File: src/design/dpc_pkg.sv
// ----------------------------------------------------------------------------
// dpc_pkg
// Shared types and codes for the ping-pong DMA channel.
// ----------------------------------------------------------------------------
package dpc_pkg;

  typedef enum logic [2:0] {
    OP_FEED = 3'd0,
    OP_TX   = 3'd1,
    OP_POLL = 3'd2,
    OP_CAPT = 3'd3,
    OP_RDRX = 3'd4
  } op_e;

  typedef enum logic [1:0] {
    KIND_ACK  = 2'd0,
    KIND_TXEV = 2'd1,
    KIND_RXEV = 2'd2,
    KIND_DATA = 2'd3
  } kind_e;

  localparam logic [1:0] CFG_ENABLE   = 2'd0;
  localparam logic [1:0] CFG_PERIPH   = 2'd1;
  localparam logic [1:0] CFG_LOOPBACK = 2'd2;

  typedef struct packed {
    op_e        op;
    logic [7:0] data;
    logic       first;
    logic [9:0] blen;
    logic       sel;
    logic [7:0] off;
    logic       in_range;
  } cmd_t;

  typedef struct packed {
    kind_e       kind;
    logic        ok;
    logic [8:0]  length;
    logic [15:0] seq;
    logic        bidx;
    logic [7:0]  periph;
    logic [7:0]  data;
    logic        last;
  } res_t;

endpackage

File: src/design/dpc_queue.sv
// ----------------------------------------------------------------------------
// dpc_queue
// Two-entry command queue between decode and execution.
// ----------------------------------------------------------------------------
module dpc_queue (
  input  logic           clk_i,
  input  logic           rst_ni,
  input  logic           push_valid_i,
  input  dpc_pkg::cmd_t  push_cmd_i,
  output logic           push_ready_o,
  output logic           pop_valid_o,
  output dpc_pkg::cmd_t  pop_cmd_o,
  input  logic           pop_ready_i
);
  import dpc_pkg::*;

  cmd_t       ent_q [2];
  logic       wp_q, wp_d, rp_q, rp_d;
  logic [1:0] cnt_q, cnt_d;
  logic       push, pop;

  assign push_ready_o = (cnt_q != 2'd2);
  assign pop_valid_o  = (cnt_q != 2'd0);
  assign pop_cmd_o    = ent_q[rp_q];
  assign push         = push_valid_i && push_ready_o;
  assign pop          = pop_valid_o && pop_ready_i;

  always_comb begin
    wp_d  = push ? ~wp_q : wp_q;
    rp_d  = pop ? ~rp_q : rp_q;
    cnt_d = cnt_q + {1'b0, push} - {1'b0, pop};
  end

  always_ff @(posedge clk_i or negedge rst_ni) begin
    if (!rst_ni) begin
      wp_q  <= 1'b0;
      rp_q  <= 1'b0;
      cnt_q <= 2'd0;
    end else begin
      wp_q  <= wp_d;
      rp_q  <= rp_d;
      cnt_q <= cnt_d;
    end
  end

  always_ff @(posedge clk_i) begin
    if (push) begin
      ent_q[wp_q] <= push_cmd_i;
    end
  end

endmodule

File: config.mk
export PLATFORM = sky130hd
export DESIGN_NAME = dpc_queue
export DESIGN_NICKNAME = d
export VERILOG_FILES = /design/src/design/dpc_pkg.sv /design/src/design/dpc_queue.sv
export SDC_FILE = /design/constraint.sdc
export NUM_CORES = 1
export LEC_CHECK = 0
export ABC_AREA = 1
export BUFFER_PORTS_ARGS = -buffer_cell sky130_fd_sc_hd__buf_4
export CAP_MARGIN = 15
export CORE_MARGIN = 3
export CORE_UTILIZATION = 51
export DETAILED_ROUTE_END_ITERATION = 6
export GPL_ROUTABILITY_DRIVEN = 0
export PLACE_DENSITY = 0.78
export SKIP_LAST_GASP = 1
export SLEW_MARGIN = 30
export SYNTH_ARGS = -nofsm -noshare
export SYNTH_HDL_FRONTEND = slang
export SYNTH_SLANG_ARGS = --single-unit
File: constraint.sdc
create_clock -name clk_i -period 4.5 [get_ports clk_i]
set_input_delay 1.125 -clock clk_i [delete_from_list [all_inputs] [get_ports clk_i]]
set_output_delay 1.125 -clock clk_i [all_outputs]
set_load 0.01 [all_outputs]
==> results of run 1 <==
stage by stage:
stage	area (um^2)	std cells
floorplan	2620	199
global placement	3170	330
detailed placement	3170	330
CTS	3310	345
global route	3310	345
finish	3310	345
cell families (layout without fill, tap and decap cells):
kind of cell / after synthesis / count (layout) / share of synthesized area
adder cells (fa/ha/maj): 2 / 2 / 0.00956
buffers and inverters: 16 / 95 / 0.0445
flip-flops: 68 / 68 / 0.773
AND/OR/NAND/NOR: 113 / 113 / 0.173
state kept, by name, summed over array words and instances (netlist names):
register,count
ent_q,64
wp_q,1
rp_q,1
cnt_q,2
final cells by class:
type                       instances  area, um^2  share of cell area
clock buffer                      11         131              0.0396
multi-input combinational        115         485               0.146
clock inverter                     4        17.5             0.00529
inverter                           9        41.3              0.0125
timing repair buffer              71         533               0.161
sequential                        68        2020               0.610
tap                               67        83.8              0.0253
power groups by stage:
stage,Sequential [uW],Clock (uW),Combinational (uW)
4_1_cts,934,399,767
6_report,933,388,753
2_1_floorplan,914,0,475
5_1_grt,948,426,841
3_3_place_gp,939,0,749
3_5_place_dp,947,0,764
routing by layer:
metal | GRT usage | part of all wire | vias to the layer above
met5 | 0 | 0 | -
met4 | 0.0836 | 0.020 | 0
met3 | 0.0615 | 0.083 | 8
met2 | 0.283 | 0.51 | 62
met1 | 0.191 | 0.38 | 735
li1 | - | - | 805
critical path, stage by stage (launching register included):
cell and delay (ns):
dfrtp_1 0.78, buf_4 0.35, nand2_1 0.09, nand2_1 0.11, buf_4 0.13
placed cells by master, fill, tap and decap left out:
master     n
buf_4     71
dfrtp_1    4
clkinv_2   2
nor2_4     1
nand3_1    3
clkbuf_1   2
ha_1       2
nand2_2   10
clkinv_1   2
edfxtp_1  64
nand2_1   99
clkbuf_8   9
inv_1      8
inv_8      1
final timing paths:
kind / startpoint / end / slack [ns] / depth (start not counted)
worst min-delay path: wp_q / wp_q / 0.48 / 2
worst max-delay path: rp_q / pop_cmd_o[27] / 1.58 / 4
worst max register to register: cnt_q[0] / ent_q[0][18] / 2.70 / 5
min in group asynchronous: rst_ni / rp_q / 0.58 / 1
max in group asynchronous: rst_ni / cnt_q[0] / 3.81 / 1
worst min register to register: wp_q / wp_q / 0.48 / 2
==> impl_metrics.toml, run 1 <==
[cts]
cts_sinks = 68
cts_buffer_depth = 2
path_clk_slew_ns = 0.07
cts_buffers = 9
cts_setup_buffers = 0
hold_buffers = 0
htree_levels = 3
cts_tree = "yes"
ctsResizeCount = 0
clock_latency_ns = 0.33
cts-root-buf = "clkbuf_8"

[yosys]
synth_most_common_cell = "nand2_1"
synth_area_leaders = "edfxtp_1 (73%), nand2_1 (14%), dfrtp_1 (3.8%)"
avgSynthCellArea_um2 = 13.1
synth_edf_count = 64
synth_area_um2 = 2620
yosysSeqAreaShare = 0.773
ys_types = 12
synth_top_flop_cell = "edfxtp_1"
async_flop_share = 0.0588
synth_top_area_cell = "edfxtp_1"
syn-num-nets = 237
yosys_warnings = 0
synth_top_area_share = 0.735
synth_seq_cells = 68
ys_top_cells_by_count = "nand2_1 (99), edfxtp_1 (64), nand2_2 (10)"
synthCells = 199

[pwr]
leakage_uw = 0.00146
p_comb_frac = 0.363
p_seq_frac = 0.450
p_sw_uw = 702
p_int_uw = 1370
vdd_drop_max_uv = 373
p_per_area_nw_per_um2 = 626
swShare = 0.338
p_clk_frac = 0.187
total_power_uw = 2070

[routing]
drt_first_pass_iters = 4
num_vias = 1610
ant_nets = 0
drt-total-wl_um = 4630
drt-initial-drc-count = 82
wl_per_cell_um = 13.4
viasPerCell = 4.67
drc_errors = 0

[sta]
setup_violations = 0
layout_setup_ws_ns = 1.58
rsz0062_at_grt = "no"
period_share = 0.649
slew_viol_final = 0
worstMarginPinSlew_ns = 0.896
fin_crit_ns = 2.92
worst_hold_slack_ns = 0.485
fmax_mhz = 342
clock_skew_ns = 0.0105
setup-tns-final_ns = 0
maxSlewHeadroom = 0.401
final-hold-violation-count = 0

[floorplan]
start_util = 0.540
core-area_um2 = 4850
chipWidth_um = 77.6
row_count = 25
die_h_um = 77.6
dieArea_um2 = 6030
io_pins = 70

[worst_setup_path]
critPathMaxFanout = 18
cp.required_ns = 3.38
crit_arrival_ns = 1.80
critPathKind = "reg -> out"
crit_path_end_kind = "primary output"
start_kind = "flop"

[grt]
grt_pass1_vias = 1695
grt_pass1_wl_um = 7580
gr-usage-all-layers = 0.169
antenna_found_initial = 0
grt_max_degree = 34
overflow = 0

[cells_and_area]
layout.nets = 312
drive_above_1_share = 0.338
fill_cells = 350
fin_util = 0.684
syn_to_final_growth_pct = 26.7
antenna_cells = 0

[hold_path]
hold_class = "reg -> reg"

[run]
max_cap_viol_count = 0

[placement]
place_ws_ns = 1.93
io_buffer_count = 69
hpwl_um = 3190

[status]
outcome = "finished, final reports clean"
No activity file was read; power rests on OpenSTA's default activity.
==> inputs of run 2 (changes only) <==
- ABC_AREA: 1 -> 0
- CORE_UTILIZATION: 51 -> 46
- PLACE_DENSITY: 0.78 -> 0.74
- clock period: 4.5 -> 2.35 ns (I/O delays scaled with it)
==> run 2 against run 1 <==
Against the previous run:
- die area grew 6.3%
- clock power grew 93%
- first-iteration DRC count shrank 32%
- register-to-register slack lost 2.1 ns
- largest cell class unchanged
- utilization shrank 5.2 points
- cell count shrank 21%
- critical endpoint is now pop_cmd_o[7]
- via count shrank 19%
- setup slack lost 1.3 ns
==> impl_metrics.toml, run 2 <==
[status]
outcome = "finished, final reports clean"

[routing]
wl_per_cell_um = 16.0
num_vias = 1309
drt-total-wl_um = 4360
drt-initial-drc-count = 56
drt_first_pass_iters = 4
viasPerCell = 4.79
ant_nets = 0
drc_errors = 0

[cells_and_area]
antenna_cells = 0
layout.nets = 237
top_register = "ent_q"
syn_to_final_growth_pct = 30.4
final_common_cell = "buf_4"
top_regs = "ent_q x64, cnt_q x2"
drive_above_1_share = 0.586
largest_register_ffs = 64
mostFrequentLayoutCells = "buf_4 (75), edfxtp_1 (64), mux2_2 (32), clkbuf_8 (9)"

[cts]
clock_latency_ns = 0.34
hold_buffers = 0
cts_tree = "yes"
htree_levels = 3
cts_sinks = 68
path_clk_slew_ns = 0.07
cts-root-buf = "clkbuf_8"
cts_buffer_depth = 2
cts_buffers = 9
ctsResizeCount = 0
cts_setup_buffers = 0

[floorplan]
start_util = 0.484
chipWidth_um = 80.0
dieArea_um2 = 6400
die_h_um = 80.0
core-area_um2 = 5200
io_pins = 70
row_count = 26

[yosys]
synth_top_flop_cell = "edfxtp_1"
synth_edf_count = 64
synth_top_area_share = 0.763
ys_top_cells_by_count = "edfxtp_1 (64), mux2_2 (32), dfrtp_1 (4)"
ys_types = 15
synth_top_area_cell = "edfxtp_1"
synth_area_leaders = "edfxtp_1 (76%), mux2_2 (14%), dfrtp_1 (4.0%)"
synth_most_common_cell = "edfxtp_1"
syn-num-nets = 155
async_flop_share = 0.0588
synth_area_um2 = 2520
yosysSeqAreaShare = 0.802
synthCells = 117
synth_seq_cells = 68
avgSynthCellArea_um2 = 21.5
yosys_warnings = 0

[sta]
final-hold-violation-count = 0
fmax_mhz = 478
setup-tns-final_ns = 0
worstMarginPinSlew_ns = 0.280
clock_skew_ns = 0.00815
setup_violations = 0
fin_crit_ns = 2.09
period_share = 0.890
rsz0062_at_grt = "no"
maxSlewHeadroom = 0.813
slew_viol_final = 0

[pwr]
total_power_uw = 3860
leakage_uw = 0.00126
p_per_area_nw_per_um2 = 1180
vdd_drop_max_uv = 671

[grt]
grt_max_degree = 22
overflow = 0
antenna_found_initial = 0
grt_pass1_wl_um = 6700
grt_pass1_vias = 1408
gr-usage-all-layers = 0.148

[worst_setup_path]
rr_endpoint = "cnt_q[1]"
worstRegToRegCells = 7
rrSetupSlack_ns = 0.62
critPathMaxFanout = 21
cp.required_ns = 1.76
critPathKind = "reg -> out"
crit_arrival_ns = 1.50
crit_path_end_kind = "primary output"
timing.rr.start = "cnt_q[1]"
start_kind = "flop"

[placement]
io_buffer_count = 69
hpwl_um = 3060

[hold_path]
hold_class = "in -> async"

[run]
max_cap_viol_count = 0
==> run 2: cell types whose count changed after synthesis, sizes merged <==
cell    change
mux2       +32
xnor2       +3
and3        +1
or2         +1
nand2b      +1
and2        +1
buf         -3
nand3       -3
nand2     -108
xor2        +1
inv         -8
==> run 2: how the worst max path moves through the flow <==
stage            startpoint       endpoint  cells after the start
5_1_grt                rp_q  pop_cmd_o[10]                      3
6_report               rp_q   pop_cmd_o[7]                      3
4_1_cts                rp_q   pop_cmd_o[7]                      3
3_5_place_dp           rp_q   pop_cmd_o[7]                      3
2_1_floorplan  push_valid_i    ent_q[0][0]                      2
3_3_place_gp           rp_q   pop_cmd_o[7]                      3
==> run 2: metal layers <==
layer  part of all wire  vias up  track usage  wire length (um)
met1               0.40      636        0.167              1760
met5                  0        -            0                 0
li1                   -      613            -                 -
met4              0.020        0       0.0912                89
met2               0.51       53        0.239              2220
met3              0.068        7       0.0519               296
==> run 2: through the flow <==
| stage | setup slack, ns | std cells | hold WS (ns) | utilization | area [um^2] |
|---|---|---|---|---|---|
| final | 0.258 | 273 | 0.0327 | 0.631 | 3290 |
| after global routing | 0.161 | 273 | 0.0155 | 0.631 | 3290 |
| after CTS | 0.227 | 273 | 0.0228 | 0.631 | 3290 |
| after detailed placement | 0.597 | 258 | 0.386 | 0.603 | 3140 |
| after global placement | 0.628 | 258 | 0.385 | 0.603 | 3140 |
| after floorplan | 0.416 | 117 | 0.292 | - | 2520 |
==> run 2: cell families (layout without fill, tap and decap cells) <==
kind of cell	count (synthesis)	count (layout)	synth area share
fa+ha+maj	2	2	0.00993
simple gates	6	6	0.0139
buf+inv	5	91	0.0169
xor+xnor	4	4	0.0139
mux	32	32	0.143
flops	68	68	0.802
==> run 2: power breakdown <==
group	switching (uW)	leakage, uW	total (uW)	internal (uW)
clock network	389	0.0000761	750	360
logic	643	0.000538	1370	727
registers	81.2	0.000641	1740	1660
==> run 2: final cells by class <==
type | count | area [um^2]
timing repair buffer | 75 | 563
clock buffer | 10 | 128
fill | 391 | 1920
tap | 70 | 87.6
sequential | 68 | 2020
multi-input combinational | 44 | 463
clock inverter | 5 | 20.0
inverter | 1 | 3.75
==> run 2: worst max-delay path, stage by stage (launching register included) <==
cell	delay, ns
dfrtp_1	0.35
buf_4	0.28
mux2_2	0.38
buf_4	0.14
==> inputs of run 3 (changes only) <==
- CORE_UTILIZATION: 46 -> 45
- PLACE_DENSITY: 0.74 -> 0.73
==> run 3 against run 2 <==
Against the previous run:
- highest routed layer unchanged
- combinational power about the same
- register-to-register slack about the same
- final area increased by 1.6%
- sequential cell count unchanged
- setup slack improved by 0.039 ns
- wire length decreased by 0.89%
- clock power increased by 29%
- hold slack improved by 0.012 ns
==> impl_metrics.toml, run 3 (synthesis results as in run 2) <==
[cells_and_area]
layout.nets = 236
largest_register_ffs = 64
top_regs = "ent_q x64, cnt_q x2"
antenna_cells = 0
final_common_cell = "buf_4"
mostFrequentLayoutCells = "buf_4 (73), edfxtp_1 (64), mux2_2 (32), clkbuf_8 (9), dfrtp_1 (4)"
syn_to_final_growth_pct = 32.5
fin_util = 0.634
drive_above_1_share = 0.592
top_register = "ent_q"

[worst_setup_path]
crit_path_end_kind = "primary output"
start_kind = "flop"
cp.required_ns = 1.76
critPathKind = "reg -> out"
crit_arrival_ns = 1.47
critPathMaxFanout = 20

[routing]
ant_nets = 0
drt_first_pass_iters = 4
num_vias = 1286
drt-initial-drc-count = 41
drt-total-wl_um = 4320
viasPerCell = 4.75
drc_errors = 0
wl_per_cell_um = 15.9

[cts]
cts_tree = "yes"
hold_buffers = 0
htree_levels = 3
cts_buffers = 9
cts_setup_buffers = 0
cts_sinks = 68
clock_latency_ns = 0.32
cts_buffer_depth = 2
cts-root-buf = "clkbuf_8"
path_clk_slew_ns = 0.07
ctsResizeCount = 0

[placement]
hpwl_um = 3040
io_buffer_count = 69

[grt]
grt_pass1_wl_um = 6890
gr-usage-met1 = 0.181
busiest_layer = "met2"
overflow = 0
met2_usage = 0.227
grt_max_degree = 21
grtUsageMet3 = 0.0554
gr-usage-all-layers = 0.145
grt_pass1_vias = 1439
antenna_found_initial = 0

[sta]
clock_skew_ns = 0.00824
worstMarginPinSlew_ns = 0.435
final-hold-violation-count = 0
slew_viol_final = 0
setup_violations = 0
fin_crit_ns = 2.05
period_share = 0.874
rsz0062_at_grt = "no"
maxSlewHeadroom = 0.709
setup-tns-final_ns = 0
fmax_mhz = 487

[floorplan]
chipWidth_um = 80.8
row_count = 26
start_util = 0.478
die_h_um = 80.8
io_pins = 70
dieArea_um2 = 6530
core-area_um2 = 5270

[pwr]
total_power_uw = 4090
p_per_area_nw_per_um2 = 1220
leakage_uw = 0.00127
vdd_drop_max_uv = 670

[hold_path]
hold_class = "in -> async"

[run]
max_cap_viol_count = 0

[status]
outcome = "finished, final reports clean"
## run 3: worst paths after layout
kind | start | end | slack [ns] | cells past startpoint
worst min-delay path | rst_ni | cnt_q[0] | 0.04 | 1
max in group asynchronous | rst_ni | rp_q | 2.20 | 1
min in group clk_i | push_cmd_i[22] | ent_q[0][22] | 0.44 | 1
worst max register to register | cnt_q[1] | cnt_q[1] | 0.61 | 7
worst min register to register | cnt_q[0] | cnt_q[0] | 0.52 | 1
worst max-delay path | rp_q | pop_cmd_o[19] | 0.30 | 3
## run 3: cell type report
cell class / instances / area, um^2
Clock inverter: 3 / 63.8
Timing Repair Buffer: 74 / 568
Sequential cell: 68 / 2020
Clock buffer: 11 / 131
Multi-Input combinational cell: 44 / 463
Fill cell: 405 / 1930
Inverter: 1 / 3.75
Tap cell: 70 / 87.6
## run 3: stage by stage
stage          hold WS (ns)  worst slack (ns)  area (um^2)  instances
2_1_floorplan         0.292             0.416         2520        117
3_3_place_gp          0.387             0.640         3140        257
3_5_place_dp          0.389             0.606         3140        257
4_1_cts              0.0296             0.265         3340        271
5_1_grt              0.0224             0.205         3340        271
6_report             0.0449             0.297         3340        271
## run 3: metal layers
layer,vias to the layer above,wire (um)
li1,611,-
met1,607,1810
met2,61,2050
met3,7,432
met4,0,35
met5,-,0
## run 3: worst max-delay path, cell delays in order (launching register included)
cell and delay (ns):
dfrtp_1 0.35, buf_4 0.27, mux2_2 0.38, buf_4 0.14
## run 3: where the power goes
part           leakage [uW]  internal (uW)  switching (uW)
logic              0.000536            736             644
clock network     0.0000969            583             383
registers          0.000641           1660            78.0
total               0.00127           2980            1110
